===== src/rtl/core/rct_pkg.sv =====
// ----------------------------------------------------------------------------
// rct_pkg
// Shared constants, codes and the result record of the refcount table.
// ----------------------------------------------------------------------------
package rct_pkg;

  // default sizing
  localparam int unsigned TABLE_ENTRIES_DEF = 16;
  localparam int unsigned ID_BITS_DEF       = 16;
  localparam int unsigned COUNT_BITS_DEF    = 16;

  // fixed port widths
  localparam int unsigned ID_PORT_W  = 16;
  localparam int unsigned CNT_PORT_W = 16;

  typedef enum logic [1:0] {
    OP_ADD   = 2'd0,
    OP_INC   = 2'd1,
    OP_DEC   = 2'd2,
    OP_SWEEP = 2'd3
  } op_t;

  typedef enum logic [2:0] {
    ST_DONE      = 3'd0,
    ST_PRESENT   = 3'd1,
    ST_NOT_FOUND = 3'd2,
    ST_FULL      = 3'd3,
    ST_UNDERFLOW = 3'd4,
    ST_SATURATED = 3'd5,
    ST_RECLAIMED = 3'd6,
    ST_NOTHING   = 3'd7
  } status_t;

  // one result transaction
  typedef struct packed {
    status_t                 status;
    logic [ID_PORT_W-1:0]    result_id;
    logic [CNT_PORT_W-1:0]   new_count;
    logic                    last;
  } result_t;

endpackage


===== src/rtl/core/rct_ram.sv =====
// ----------------------------------------------------------------------------
// rct_ram
// Generic single-write, single-read RAM with registered read data.
// ----------------------------------------------------------------------------
module rct_ram
  import rct_pkg::*;
#(
  parameter int unsigned WIDTH = ID_BITS_DEF + COUNT_BITS_DEF,
  parameter int unsigned DEPTH = TABLE_ENTRIES_DEF
) (
  input  logic                     clk,
  input  logic                     we,
  input  logic [$clog2(DEPTH)-1:0] waddr,
  input  logic [WIDTH-1:0]         wdata,
  input  logic [$clog2(DEPTH)-1:0] raddr,
  output logic [WIDTH-1:0]         rdata
);

  logic [WIDTH-1:0] mem [DEPTH];
  logic [WIDTH-1:0] rdata_r;

  // write port
  always_ff @(posedge clk) begin
    if (we) begin
      mem[waddr] <= wdata;
    end
  end

  // registered read port
  always_ff @(posedge clk) begin
    rdata_r <= mem[raddr];
  end

  assign rdata = rdata_r;

endmodule


===== src/rtl/core/rct_ctrl.sv =====
// ----------------------------------------------------------------------------
// rct_ctrl
// Sequencer: serial id scan over the entry RAM, read-modify-write of the
// hit entry, sweep of marked entries, and the result register.
// ----------------------------------------------------------------------------
module rct_ctrl
  import rct_pkg::*;
#(
  parameter int unsigned TABLE_ENTRIES = TABLE_ENTRIES_DEF,
  parameter int unsigned ID_BITS       = ID_BITS_DEF,
  parameter int unsigned COUNT_BITS    = COUNT_BITS_DEF
) (
  input  logic                              clk,
  input  logic                              rst_n,
  input  logic                              start,
  input  logic [1:0]                        in_opcode,
  input  logic [ID_PORT_W-1:0]              in_object_id,
  output logic                              busy,
  output logic                              out_strobe,
  output result_t                           out_res,
  output logic                              ram_we,
  output logic [$clog2(TABLE_ENTRIES)-1:0]  ram_waddr,
  output logic [ID_BITS+COUNT_BITS-1:0]     ram_wdata,
  output logic [$clog2(TABLE_ENTRIES)-1:0]  ram_raddr,
  input  logic [ID_BITS+COUNT_BITS-1:0]     ram_rdata
);

  localparam int unsigned IdxW    = $clog2(TABLE_ENTRIES);
  localparam int unsigned IdExtW  = (ID_BITS > ID_PORT_W) ? ID_BITS : ID_PORT_W;
  localparam int unsigned CntExtW = (COUNT_BITS > CNT_PORT_W) ? COUNT_BITS : CNT_PORT_W;
  localparam logic [IdxW-1:0]       LastIdx = IdxW'(TABLE_ENTRIES - 1);
  localparam logic [COUNT_BITS-1:0] CntMax  = '1;
  localparam logic [COUNT_BITS-1:0] CntOne  = COUNT_BITS'(1);

  typedef enum logic [3:0] {
    S_IDLE  = 4'b0001,
    S_SCAN  = 4'b0010,
    S_SWEEP = 4'b0100,
    S_APPLY = 4'b1000
  } state_t;

  // width adapters between table fields and fixed-width ports
  function automatic logic [ID_PORT_W-1:0] id_to_port(input logic [ID_BITS-1:0] v);
    logic [IdExtW-1:0] e;
    e = IdExtW'(v);
    return e[ID_PORT_W-1:0];
  endfunction

  function automatic logic [CNT_PORT_W-1:0] cnt_to_port(input logic [COUNT_BITS-1:0] v);
    logic [CntExtW-1:0] e;
    e = CntExtW'(v);
    return e[CNT_PORT_W-1:0];
  endfunction

  state_t                  state_r, state_nxt;
  op_t                     op_r, op_nxt;
  logic [ID_BITS-1:0]      id_r, id_nxt;
  logic [IdxW-1:0]         issue_idx_r, issue_idx_nxt;
  logic [IdxW-1:0]         data_idx_r, data_idx_nxt;
  logic                    data_vld_r, data_vld_nxt;
  logic                    hit_r, hit_nxt;
  logic [IdxW-1:0]         hit_idx_r, hit_idx_nxt;
  logic [COUNT_BITS-1:0]   hit_cnt_r, hit_cnt_nxt;
  logic                    free_ok_r, free_ok_nxt;
  logic [IdxW-1:0]         free_idx_r, free_idx_nxt;
  logic [TABLE_ENTRIES-1:0] valid_r, valid_nxt;
  logic [TABLE_ENTRIES-1:0] marked_r, marked_nxt;
  logic [TABLE_ENTRIES-1:0] sweep_vec_r, sweep_vec_nxt;
  logic                    out_vld_r, out_vld_nxt;
  result_t                 out_res_r, out_res_nxt;

  logic [IdExtW-1:0]        in_id_ext;
  logic [ID_BITS-1:0]       rd_id;
  logic [COUNT_BITS-1:0]    rd_cnt;
  logic [TABLE_ENTRIES-1:0] onehot;
  logic [TABLE_ENTRIES-1:0] sweep_rest;
  logic [COUNT_BITS-1:0]    cnt_dec;

  assign in_id_ext = IdExtW'(in_object_id);
  assign rd_id     = ram_rdata[ID_BITS-1:0];
  assign rd_cnt    = ram_rdata[ID_BITS+COUNT_BITS-1:ID_BITS];
  assign cnt_dec   = hit_cnt_r - 1'b1;
  assign ram_raddr = issue_idx_r;

  // next-state logic
  always_comb begin
    state_nxt     = state_r;
    op_nxt        = op_r;
    id_nxt        = id_r;
    issue_idx_nxt = issue_idx_r;
    data_idx_nxt  = issue_idx_r;
    data_vld_nxt  = 1'b0;
    hit_nxt       = hit_r;
    hit_idx_nxt   = hit_idx_r;
    hit_cnt_nxt   = hit_cnt_r;
    free_ok_nxt   = free_ok_r;
    free_idx_nxt  = free_idx_r;
    valid_nxt     = valid_r;
    marked_nxt    = marked_r;
    sweep_vec_nxt = sweep_vec_r;
    out_vld_nxt   = 1'b0;
    out_res_nxt   = out_res_r;
    ram_we        = 1'b0;
    ram_waddr     = hit_idx_r;
    ram_wdata     = {hit_cnt_r, id_r};
    onehot             = '0;
    onehot[data_idx_r] = 1'b1;
    sweep_rest         = sweep_vec_r & ~onehot;

    case (state_r)
      S_IDLE: begin
        if (start) begin
          op_nxt        = op_t'(in_opcode);
          id_nxt        = in_id_ext[ID_BITS-1:0];
          issue_idx_nxt = '0;
          hit_nxt       = 1'b0;
          free_ok_nxt   = 1'b0;
          if (op_t'(in_opcode) == OP_SWEEP) begin
            if ((valid_r & marked_r) == '0) begin
              // nothing to reclaim: answer at once
              out_vld_nxt           = 1'b1;
              out_res_nxt.status    = ST_NOTHING;
              out_res_nxt.result_id = '0;
              out_res_nxt.new_count = '0;
              out_res_nxt.last      = 1'b1;
            end else begin
              sweep_vec_nxt = valid_r & marked_r;
              state_nxt     = S_SWEEP;
            end
          end else begin
            state_nxt = S_SCAN;
          end
        end
      end

      S_SCAN: begin
        data_vld_nxt = 1'b1;
        if (issue_idx_r != LastIdx) begin
          issue_idx_nxt = issue_idx_r + 1'b1;
        end
        if (data_vld_r) begin
          if (valid_r[data_idx_r] && (rd_id == id_r)) begin
            hit_nxt      = 1'b1;
            hit_idx_nxt  = data_idx_r;
            hit_cnt_nxt  = rd_cnt;
            state_nxt    = S_APPLY;
            data_vld_nxt = 1'b0;
          end else begin
            // remember lowest free slot for add
            if (!valid_r[data_idx_r] && !free_ok_r) begin
              free_ok_nxt  = 1'b1;
              free_idx_nxt = data_idx_r;
            end
            if (data_idx_r == LastIdx) begin
              state_nxt    = S_APPLY;
              data_vld_nxt = 1'b0;
            end
          end
        end
      end

      S_SWEEP: begin
        data_vld_nxt = 1'b1;
        if (issue_idx_r != LastIdx) begin
          issue_idx_nxt = issue_idx_r + 1'b1;
        end
        if (data_vld_r && sweep_vec_r[data_idx_r]) begin
          out_vld_nxt             = 1'b1;
          out_res_nxt.status      = ST_RECLAIMED;
          out_res_nxt.result_id   = id_to_port(rd_id);
          out_res_nxt.new_count   = '0;
          out_res_nxt.last        = (sweep_rest == '0);
          valid_nxt[data_idx_r]   = 1'b0;
          marked_nxt[data_idx_r]  = 1'b0;
          sweep_vec_nxt           = sweep_rest;
          if (sweep_rest == '0) begin
            state_nxt    = S_IDLE;
            data_vld_nxt = 1'b0;
          end
        end
      end

      S_APPLY: begin
        state_nxt             = S_IDLE;
        out_vld_nxt           = 1'b1;
        out_res_nxt.result_id = id_to_port(id_r);
        out_res_nxt.last      = 1'b1;
        out_res_nxt.status    = ST_NOT_FOUND;
        out_res_nxt.new_count = '0;
        case (op_r)
          OP_ADD: begin
            if (hit_r) begin
              out_res_nxt.status    = ST_PRESENT;
              out_res_nxt.new_count = cnt_to_port(hit_cnt_r);
            end else if (free_ok_r) begin
              ram_we                 = 1'b1;
              ram_waddr              = free_idx_r;
              ram_wdata              = {CntOne, id_r};
              valid_nxt[free_idx_r]  = 1'b1;
              marked_nxt[free_idx_r] = 1'b0;
              out_res_nxt.status     = ST_DONE;
              out_res_nxt.new_count  = cnt_to_port(CntOne);
            end else begin
              out_res_nxt.status = ST_FULL;
            end
          end
          OP_INC: begin
            if (hit_r) begin
              if (hit_cnt_r == CntMax) begin
                out_res_nxt.status    = ST_SATURATED;
                out_res_nxt.new_count = cnt_to_port(CntMax);
              end else begin
                ram_we                = 1'b1;
                ram_wdata             = {hit_cnt_r + 1'b1, id_r};
                out_res_nxt.status    = ST_DONE;
                out_res_nxt.new_count = cnt_to_port(hit_cnt_r + 1'b1);
              end
            end
          end
          OP_DEC: begin
            if (hit_r) begin
              if (hit_cnt_r == '0) begin
                out_res_nxt.status = ST_UNDERFLOW;
              end else begin
                ram_we                = 1'b1;
                ram_wdata             = {cnt_dec, id_r};
                out_res_nxt.status    = ST_DONE;
                out_res_nxt.new_count = cnt_to_port(cnt_dec);
                if (cnt_dec == '0) begin
                  marked_nxt[hit_idx_r] = 1'b1;
                end
              end
            end
          end
          default: begin
            out_vld_nxt = 1'b0;
          end
        endcase
      end

      default: begin
        state_nxt = S_IDLE;
      end
    endcase
  end

  // control state
  always_ff @(posedge clk) begin
    if (!rst_n) begin
      state_r    <= S_IDLE;
      data_vld_r <= 1'b0;
      valid_r    <= '0;
      marked_r   <= '0;
      out_vld_r  <= 1'b0;
    end else begin
      state_r    <= state_nxt;
      data_vld_r <= data_vld_nxt;
      valid_r    <= valid_nxt;
      marked_r   <= marked_nxt;
      out_vld_r  <= out_vld_nxt;
    end
  end

  // working payload
  always_ff @(posedge clk) begin
    op_r        <= op_nxt;
    id_r        <= id_nxt;
    issue_idx_r <= issue_idx_nxt;
    data_idx_r  <= data_idx_nxt;
    hit_r       <= hit_nxt;
    hit_idx_r   <= hit_idx_nxt;
    hit_cnt_r   <= hit_cnt_nxt;
    free_ok_r   <= free_ok_nxt;
    free_idx_r  <= free_idx_nxt;
    sweep_vec_r <= sweep_vec_nxt;
    out_res_r   <= out_res_nxt;
  end

  assign busy       = (state_r != S_IDLE);
  assign out_strobe = out_vld_r;
  assign out_res    = out_res_r;

endmodule


===== src/rtl/core/refcount_table_lazy_sweep.sv =====
// ----------------------------------------------------------------------------
// refcount_table_lazy_sweep
// Reference-count table with deleted marks and a lazy sweep that reclaims
// marked entries, one result per reclaimed slot.
// ----------------------------------------------------------------------------
//  channel  | handshake          | payload
//  ---------+--------------------+------------------------------------------
//  input    | start / busy       | in_opcode, in_object_id
//  result   | out_strobe (1 cyc) | out_status, out_result_id, out_new_count,
//           |                    | out_last
//
// Add, increment and decrement keep busy high while ids are compared one slot
// per cycle through the entry RAM read port, up to the slot that holds the id
// or over every slot on a miss, and then while the hit entry is updated. A
// sweep scans the slots up to the last marked one and emits one result per
// reclaimed slot; a sweep with nothing marked answers in the next cycle without raising busy.
// Reset (synchronous, rst_n low) clears the sequencer and the valid and mark
// flags; RAM contents are left as they are. Results cannot be stalled.
// ----------------------------------------------------------------------------
module refcount_table_lazy_sweep
  import rct_pkg::*;
#(
  parameter int unsigned TABLE_ENTRIES = TABLE_ENTRIES_DEF,
  parameter int unsigned ID_BITS       = ID_BITS_DEF,
  parameter int unsigned COUNT_BITS    = COUNT_BITS_DEF
) (
  input  logic                  clk,
  input  logic                  rst_n,
  input  logic                  start,
  output logic                  busy,
  input  logic [1:0]            in_opcode,
  input  logic [ID_PORT_W-1:0]  in_object_id,
  output logic                  out_strobe,
  output logic [2:0]            out_status,
  output logic [ID_PORT_W-1:0]  out_result_id,
  output logic [CNT_PORT_W-1:0] out_new_count,
  output logic                  out_last
);

  localparam int unsigned IdxW = $clog2(TABLE_ENTRIES);
  localparam int unsigned EntW = ID_BITS + COUNT_BITS;

  logic            ram_we;
  logic [IdxW-1:0] ram_waddr;
  logic [EntW-1:0] ram_wdata;
  logic [IdxW-1:0] ram_raddr;
  logic [EntW-1:0] ram_rdata;
  result_t         res;

  // entry store: {count, id} per slot
  rct_ram #(
    .WIDTH (EntW),
    .DEPTH (TABLE_ENTRIES)
  ) u_ram (
    .clk   (clk),
    .we    (ram_we),
    .waddr (ram_waddr),
    .wdata (ram_wdata),
    .raddr (ram_raddr),
    .rdata (ram_rdata)
  );

  // scan / update sequencer
  rct_ctrl #(
    .TABLE_ENTRIES (TABLE_ENTRIES),
    .ID_BITS       (ID_BITS),
    .COUNT_BITS    (COUNT_BITS)
  ) u_ctrl (
    .clk          (clk),
    .rst_n        (rst_n),
    .start        (start),
    .in_opcode    (in_opcode),
    .in_object_id (in_object_id),
    .busy         (busy),
    .out_strobe   (out_strobe),
    .out_res      (res),
    .ram_we       (ram_we),
    .ram_waddr    (ram_waddr),
    .ram_wdata    (ram_wdata),
    .ram_raddr    (ram_raddr),
    .ram_rdata    (ram_rdata)
  );

  // result fields
  assign out_status    = res.status;
  assign out_result_id = res.result_id;
  assign out_new_count = res.new_count;
  assign out_last      = res.last;

endmodule


===== config.mk =====
export PLATFORM = sky130hd
export DESIGN_NAME = refcount_table_lazy_sweep
export DESIGN_NICKNAME = d
export VERILOG_FILES = /design/src/rtl/core/rct_pkg.sv /design/src/rtl/core/rct_ram.sv /design/src/rtl/core/rct_ctrl.sv /design/src/rtl/core/refcount_table_lazy_sweep.sv
export SDC_FILE = /design/constraint.sdc
export NUM_CORES = 1
export LEC_CHECK = 0
export ABC_AREA = 1
export BUFFER_PORTS_ARGS = -buffer_cell sky130_fd_sc_hd__buf_2
export CELL_PAD_IN_SITES_DETAIL_PLACEMENT = 1
export CELL_PAD_IN_SITES_GLOBAL_PLACEMENT = 2
export CORE_ASPECT_RATIO = 0.75
export CORE_UTILIZATION = 25
export DETAILED_ROUTE_END_ITERATION = 7
export GPL_TIMING_DRIVEN = 1
export HOLD_SLACK_MARGIN = 0.15
export PLACE_DENSITY_LB_ADDON = 0.1
export RECOVER_POWER = 25
export SLEW_MARGIN = 10
export SYNTH_ARGS = -nofsm -noshare
export SYNTH_HDL_FRONTEND = slang
export SYNTH_SLANG_ARGS = --single-unit

===== constraint.sdc =====
create_clock -name clk -period 5.1 [get_ports clk]
set_input_delay 0 -clock clk [delete_from_list [all_inputs] [get_ports clk]]
set_output_delay 0 -clock clk [all_outputs]
set_load 0.005 [all_outputs]

# Yosys cells after proc, flatten, opt, wreduce, memory -nomap -nowiden
# Memory sizes are Yosys's and may differ from the RTL's. A register that Yosys moved wholly into a read port is not among the register bits.
# Index checks and enable logic that the tools add are counted.
# totals
reg_bits	142
latch_bits	0
mem_bits_rw	512
romBits	0
inputBits	21
output_inout_bits	38
word_cells	205
memories	1
# op_classes
n_addsub	3
multipliers	0
n_div	0
order_cmp	6
eq_ne	34
shifts	0
n_mux	101
n_bitwise	10
reduce_logical	31
# memory_table
memory	words	word_bits	rd	rd_clocked_by_memory_dff	write_ports	line	text
u_ram.mem	16	32	1	1	1	rct_ram.sv:19	logic [WIDTH-1:0] mem [DEPTH];
# op_table
operator	n
$mux W16	19
$mux W32	7
$mux W36	4
$pmux W16 S2	4
$pmux W36 S3	1
$pmux W32 S3	1
$and A16 B16 Y16	5
$logic_not A16 Y1	4
$mux W4	14
$pmux W16 S3	1
$not A16 Y16	2
$or A16 B16 Y16	2
$mux W1	31
$reduce_and A5 Y1	4
$ne A2 B1 Y1 const B	9
$add A16 B1 Y16 const B	1
$eq A16 B16 Y1	1
$eq A16 B16 Y1 const B	1
$sub A16 B1 Y16 const B	1
$lt A4 B5 Y1 const B	3
$mux W3	5
$demux W1 S4	3
$ge A4 B1 Y1 const B	3
$ne A3 B2 Y1 const B	4
other kinds (32)	55

# Depth between registers and ports, before layout
# Gate-level depths: netlist (run 1).
# logic_depth
ltp_word	10
ltp_mapped	16
depth_no_buf	16

# Cells and area by module
# From an unflattened synthesis (run 1), not the netlist that was laid out.
# unflattened
hier_cells	3244
hier_area_um2	31398.9
# by_module_without_submodules
module	n_inst	cells_per_inst	area_each_um2
rct_ram	1	2120	22730.6
rct_ctrl	1	1124	8668.3

# Worst setup path before layout (run 1)
# No wires, ideal clock.
# synth_timing
path_kind	register to register
start	register u_ctrl.data_idx_r[0]
end	register u_ctrl.out_res_r, in the netlist u_ctrl.out_res[0], enable pin
setup_ns	0.484
arrival_time_ns	4.023
required_time_ns	4.616
path_slack_ns	0.593
stages_incl_launch_ff	15
path_buffers	2
period_less_slack_ns	4.507
cell_sequence	dfxtp_1 -> buf_6 -> buf_12 -> nand2_1 -> nand2_1 -> nand2_1 -> nand2_1 -> nand2_1 -> nand2_1 -> o21ai_2 -> nand2_2 -> inv_1 -> nor2_1 -> inv_1 -> a211oi_1
# synth_between
elab_chain_len	5
# synth_lines
item	line	text
start, declared	rct_ctrl.sv:59	logic [IdxW-1:0] data_idx_r, data_idx_nxt;
start signal, assigned	rct_ctrl.sv:269	data_idx_r <= data_idx_nxt;
$bmux W1 S4	rct_ctrl.sv:167	if (data_vld_r && sweep_vec_r[data_idx_r]) begin
$mux W1 (not written as such)	rct_ctrl.sv:167	
$logic_and A1 B1 Y1	rct_ctrl.sv:167	
$ne A2 B1 Y1 (no line)	-	
$reduce_and A5 Y1 (no line)	-	
end signal, assigned	rct_ctrl.sv:276	out_res_r <= out_res_nxt;
end, declared	rct_ctrl.sv:70	result_t out_res_r, out_res_nxt;
# No other way between the ends. The select of a mux whose other input is x is not followed.
# A chain may end at the register's enable or synchronous reset.

# Worst setup path after layout (run 1)
# layout_timing
start	register u_ctrl.op_r[0]
end	memory u_ram.mem[5][23] (netlist bit), enable pin
# layout_between
elab_chain_len	5
word_cells_on_any_way	9
cone_classes	eq/ne (2); mux (6); reduce/logical (1)
# layout_lines
item	line	text
start, declared	rct_ctrl.sv:56	op_t op_r, op_nxt;
start signal, assigned	rct_ctrl.sv:266	op_r <= op_nxt;
$eq A2 B2 Y1 (tied with other cells)	rct_ctrl.sv:190	case (op_r)
$pmux W1 S3	rct_ctrl.sv:190	
$mux W1	rct_ctrl.sv:110	case (state_r)
$mux W1	rct_ram.sv:24	if (we) begin
$mux W1 (not written as such)	rct_ram.sv:25	mem[waddr] <= wdata;
end, declared	rct_ram.sv:19	
# Several ways; a longest one is shown, not always the timed one.

==> results of run 1 <==
## timing repair
action | in CTS | in global routing
endpoints found under the setup margin | 0 | 0
hold buffers | 38 | 0
setup buffers | 0 | 0
hold endpoints to repair | 67 | 0
## cell families after synthesis
group                      Yosys count  synth area share, %
AOI/OAI and AO/OA                  472                 10.3
xor gates and xnor gates            24                0.715
adders and majority gates           10                0.426
buffers and inverters              266                 3.93
DFF                                686                 67.6
muxes                               46                 1.57
and+or+nand+nor                   1081                 15.5
## synth_stat cells, types with 28 or more instances
| library cell | count |
|---|---|
| dfxtp_1 | 74 |
| clkbuf_1 | 90 |
| buf_2 | 33 |
| nand2_1 | 423 |
| o211ai_1 | 28 |
| nand3_1 | 146 |
| o221ai_1 | 46 |
| o32ai_1 | 82 |
| o21ai_0 | 190 |
| inv_1 | 108 |
| a21oi_1 | 70 |
| edfxtp_1 | 612 |
| nor2_1 | 425 |
| mux2i_1 | 46 |
## layout make-up
class / instances / area [µm²] / area share [%]
multi-input cells: 1633 / 8530 / 24.7
clock buffers: 120 / 2310 / 6.67
inverters: 124 / 474 / 1.37
repair buffers: 167 / 1200 / 3.49
well taps: 1540 / 1930 / 5.57
clock inverters: 27 / 259 / 0.749
diodes: 1 / 2.50 / 0.00724
flip-flops and latches: 686 / 19900 / 57.5
## layer usage
layer	routed length [µm]	vias to the layer above
met1	54400	10600
met3	3430	118
li1	-	9544
met4	2110	0
met2	44100	314
met5	0	-
## metrics by stage
step	hold slack, ns	setup WS [ns]	area, µm²	power, µW
2_1_floorplan	0.0989	0.593	29400	7660
3_3_place_gp	0.179	1.38	31700	8490
3_5_place_dp	0.179	1.32	31700	8490
4_1_cts	0.369	1.31	34600	14300
5_1_grt	0.408	1.02	34600	14700
6_report	0.382	1.40	34600	14000
## worst min-delay path, stage by stage
cell,delay (ns)
dlygate4sd3_1,0.53
buf_2,0.30
nand2_1,0.14
nor2_1,0.03
## where the power goes
group          leakage, µW  internal [µW]  switching (µW)
Sequential         0.00617           6370             160
Clock              0.00124           3330            2360
Combinational      0.00421            513            1290
## sequential cells by signal, indices dropped and copies added, names as in the netlist
register,count
u_ram.mem,512
u_ctrl.valid_r,16
u_ctrl.data_vld_r,1
u_ctrl.hit_r,1
u_ctrl.marked_r,16
u_ctrl.free_ok_r,1
u_ctrl.free_idx_r,4
u_ctrl.out_strobe,1
u_ctrl.ram_raddr,4
u_ctrl.state_r,4
u_ctrl.out_res,36
u_ctrl.hit_cnt_r,16
u_ctrl.hit_idx_r,4
u_ctrl.sweep_vec_r,16
u_ctrl.data_idx_r,4
u_ram.rdata,32
u_ctrl.op_r,2
u_ctrl.id_r,16
## worst max path at each step
stage	startpoint	to	slack, ns
after detailed placement	u_ctrl.op_r[0]	u_ram.mem[5][20]	1.32
after global placement	u_ctrl.op_r[0]	u_ram.mem[4][21]	1.38
final	u_ctrl.op_r[0]	u_ram.mem[5][23]	1.40
after global routing	u_ctrl.op_r[1]	u_ram.mem[5][23]	1.02
after CTS	u_ctrl.op_r[0]	u_ram.mem[5][23]	1.31
after floorplan	u_ctrl.data_idx_r[0]	u_ctrl.out_res[0]	0.59
==> flow_summary.json, run 1 <==
{
  "ys_ff_latch": 686,
  "syn-num-nets": 2616,
  "antenna_found_initial": 6,
  "crit_family": "simple AND/OR/NAND/NOR gates",
  "grt_util_all_layers_pct": 17.5,
  "skew_ns": 0.0358,
  "hold_class": "in2reg",
  "core_area_um2": 116000,
  "min_to": "u_ctrl.marked_r[5]",
  "synth_cell_type_count": 47,
  "ant_nets": 0,
  "drv_cap": 0,
  "insertion_delay_ns": 0.65,
  "clk_pin_slew_ns": 0.06,
  "finalNonFillerCells": 4298,
  "worst_pin_slew_ns": 1.25,
  "numCtsBuffers": 81,
  "synth_area_leaders": "edfxtp_1 (63%), nor2_1 (5.4%), nand2_1 (5.4%), dfxtp_1 (5.0%), o21ai_0 (3.2%)",
  "rr_endpoint": "u_ram.mem[5][23]",
  "cts.repair.resized": 0,
  "grt_pass1_wl_um": 152000,
  "final_cell_mix": "edfxtp_1 (612), nand2_1 (423), nor2_1 (406)",
  "finalSetupViolCount": 0,
  "startpoint_type": "flip-flop",
  "end_kind": "flip-flop",
  "min_period_ns": 3.70,
  "die_x_um": 398,
  "outcome": "complete, no violations",
  "layout-drive-gt1-share_pct": 10.2,
  "avgSynthCellArea_um2": 11.4,
  "netlist_instances": 2585,
  "r2r_slack_ns": 1.40,
  "pin_count": 59,
  "yosysSeqAreaShare_pct": 67.6,
  "grtUsageMet1_pct": 26.7,
  "synth-warning-count": 0,
  "grt_max_degree": 138,
  "cp.required_ns": 5.42,
  "fill_cells": 12700,
  "use_met3_pct": 2.81,
  "path_buf_inv": 5,
  "finalSetupTns_ns": 0,
  "dieArea_um2": 119000,
  "numClockSinks": 686,
  "cts_max_level": 3,
  "hold_viol": 0,
  "io_buffers": 58,
  "die_y_um": 299,
  "synth-async-reset-ratio_pct": 0,
  "grt_pass1_vias": 21400,
  "drt-total-wl_um": 104000,
  "r2r-start": "u_ctrl.op_r[0]",
  "crit_fanout": 21,
  "rsz0062_at_grt": "false",
  "syn_to_final_growth_pct": 17.6,
  "powerDensity_nw_per_um2": 406,
  "path_class": "reg2reg",
  "path_cells": "inv_1 -> ha_1 -> inv_1 -> nor2_1 -> inv_1 -> nor2_4 -> inv_1 -> o21ai_0 -> nand2_1 -> nor2_4 -> buf_4",
  "layout_commonest_cell": "edfxtp_1",
  "vias": 20500,
  "synth_edf_count": 612,
  "drc": 0,
  "fmax_mhz": 270,
  "slowest_delay_ns": 0.72,
  "crit_cells": 11,
  "routabilityCongestion": 0.817,
  "crit_slowest_cell": "nor2_4",
  "fin_nets": 2724,
  "yosysTopAreaCell": "edfxtp_1",
  "drtPass1Iterations": 5,
  "root_buffer": "clkbuf_16",
  "via_per_inst": 4.78,
  "whs_path_depth": 4,
  "synth-main-ff-cell": "edfxtp_1",
  "synth_top_area_share_pct": 62.5,
  "utilization_pct": 29.8,
  "start_util_pct": 25.3,
  "cp_data_arrival_time_ns": 4.02,
  "hpwl_um": 67000,
  "dp.cells": 4111,
  "drt_iter0_drc": 1265,
  "syn-cell-area_um2": 29400,
  "grt_overflow_total": 0,
  "crit_top_cell": "inv_1",
  "wire_per_inst_um": 24.2,
  "slew_headroom_pct": 17.0,
  "busiest_layer": "met1",
  "cts.path.max_buffers": 3,
  "peakVddDrop_v": 0.000202,
  "min_from": "rst_n",
  "slew_violations": 0,
  "total_leakage_power_uw": 0.0116,
  "grt.met2_usage_pct": 25.7,
  "period_share_pct": 72.5,
  "floorplan.rows": 108,
  "cts_tree": "done",
  "rr_worst_depth": 11
}
Note: power is estimated with default switching activity, not from simulation.
==> run 2, diff against run 1 <==
- clock period: 5.1 -> 3.33 ns (I/O delays scaled with it)
==> flow_summary.json, run 2 (synthesis results as in run 1) <==
{
  "outcome": "complete, no violations",
  "floorplan.rows": 108,
  "largest_reg_flops": 512,
  "drv_cap": 0,
  "drtPass1Iterations": 7,
  "layout_commonest_cell": "edfxtp_1",
  "via_per_inst": 4.77,
  "grt_overflow_total": 0,
  "syn_to_final_growth_pct": 20.9,
  "start_util_pct": 25.3,
  "hold_viol": 0,
  "peakVddDrop_v": 0.000339,
  "crit_top_cell": "nand2_1",
  "dp.cells": 4187,
  "pin_count": 59,
  "slew_headroom_pct": 17.1,
  "die_x_um": 398,
  "routabilityCongestion": 0.822,
  "ant_nets": 0,
  "grt_max_degree": 180,
  "crit_fanout": 19,
  "fin_nets": 2807,
  "top_register": "u_ram.mem",
  "insertion_delay_ns": 0.68,
  "whs_path_depth": 4,
  "cts_max_level": 3,
  "grt_pass1_vias": 21700,
  "hold_class": "in2reg",
  "total_leakage_power_uw": 0.0121,
  "cp_data_arrival_time_ns": 3.42,
  "crit_start": "u_ctrl.hit_cnt_r[0]",
  "powerDensity_nw_per_um2": 619,
  "io_buffers": 58,
  "period_share_pct": 91.9,
  "utilization_pct": 30.6,
  "cp.required_ns": 3.69,
  "hpwl_um": 69600,
  "finalSetupViolCount": 0,
  "cts.path.max_buffers": 3,
  "worst_pin_slew_ns": 1.24,
  "die_y_um": 299,
  "finalNonFillerCells": 4385,
  "vias": 20900,
  "timing.hold.ws_ns": 0.366,
  "antenna_found_initial": 3,
  "r2r_slack_ns": 0.27,
  "path_cells": "ha_1 -> nand2_2 -> inv_2 -> nand3_2 -> nor2_2 -> nand2_2 -> nor2_4 -> nand3_1 -> nand3b_1 -> nand2_1 -> nand2_1 -> nor2_1 -> nand2_1 -> buf_4 -> nor2_4 -> buf_12",
  "final_cell_mix": "edfxtp_1 (612), nand2_1 (421), nor2_1 (406)",
  "drt-total-wl_um": 107000,
  "crit_slowest_cell": "edfxtp_1",
  "post-route-cell-area_um2": 35500,
  "clk_pin_slew_ns": 0.06,
  "min_from": "rst_n",
  "root_buffer": "clkbuf_16",
  "dieArea_um2": 119000,
  "drc": 0,
  "grt_util_all_layers_pct": 17.7,
  "dpl_cell_area_um2": 32400,
  "startpoint_type": "flip-flop",
  "slew_violations": 0,
  "drt_iter0_drc": 1445,
  "crit_family": "simple AND/OR/NAND/NOR gates",
  "fmax_mhz": 327,
  "path_class": "reg2reg",
  "wire_per_inst_um": 24.4,
  "rsz0062_at_grt": "true",
  "grt_pass1_wl_um": 154000,
  "skew_ns": 0.0368,
  "numCtsBuffers": 80,
  "path_buf_inv": 3,
  "r2r-start": "u_ctrl.hit_cnt_r[0]",
  "slowest_delay_ns": 0.47,
  "cts_tree": "done",
  "worstSetupEndpoint": "u_ram.mem[3][1]",
  "layout-drive-gt1-share_pct": 13.3,
  "end_kind": "flip-flop",
  "rr_endpoint": "u_ram.mem[3][1]",
  "finalSetupTns_ns": 0,
  "min_period_ns": 3.06,
  "rr_worst_depth": 16,
  "crit_cells": 16,
  "core_area_um2": 116000,
  "numClockSinks": 686
}
==> run 2: cell types whose count changed in the layout (fill, tap and decap cells not counted), moves of 7 or more <==
cell,change
buf_12,+15
clkinv_2,+7
buf_4,+56
buf_2,+8
clkbuf_1,-15
==> run 2: how the worst min path moves through the flow <==
| stage | endpoint | slack [ns] |
|---|---|---|
| global placement | u_ctrl.id_r[0] | 0.18 |
| floorplan | u_ctrl.id_r[0] | 0.1 |
| global route | u_ctrl.marked_r[11] | 0.38 |
| detailed placement | u_ctrl.id_r[1] | 0.18 |
| finish | u_ctrl.marked_r[11] | 0.37 |
| CTS | u_ctrl.marked_r[11] | 0.33 |
==> run 2: final cells by class <==
type / instances / area [µm²]
Inverter: 124 / 474
Multi-Input combinational cell: 1639 / 8600
Timing Repair Buffer: 245 / 1960
Tap cell: 1540 / 1930
Sequential cell: 686 / 19900
Antenna cell: 1 / 2.50
Fill cell: 12700 / 80600
Clock inverter: 54 / 609
Clock buffer: 96 / 2090
==> run 2: metrics by stage <==
stage                     setup WS, ns  power [µW]
final                            0.269       22000
after global routing          -0.00914       22900
after CTS                       0.0108       22400
after detailed placement       -0.0990       13200
after global placement         -0.0851       13200
after floorplan                 -0.122       11700
==> run 2: repair_timing <==
| item | 4_1_cts | 5_1_grt |
|---|---|---|
| buffers inserted | 0 | 1 |
| setup endpoints to repair | 172 | 112 |
| endpoints found under the hold margin | 78 | 0 |
| hold buffers | 38 | 0 |
| pin swaps | 0 | 2 |
| gates cloned | 3 | 3 |
| resized for setup | 4 | 4 |
==> run 2: report_power, final <==
group          switching (µW)  internal (µW)
logic                    2060            868
clock network            3850           5240
registers                 223           9750
total                    6130          15900
==> run 2: routing by layer <==
metal | vias to the layer above | global-route usage (%) | part of all wire (%)
met5 | - | 0 | 0
met4 | 0 | 4.40 | 2.2
met3 | 121 | 2.76 | 3.6
met2 | 380 | 26.9 | 44
met1 | 10700 | 26.2 | 50
li1 | 9702 | - | -
==> run 2: worst min-delay path: cells and delay by family <==
family        cells  cell delay [ns]
buf+inv           2             0.83
simple gates      2             0.17
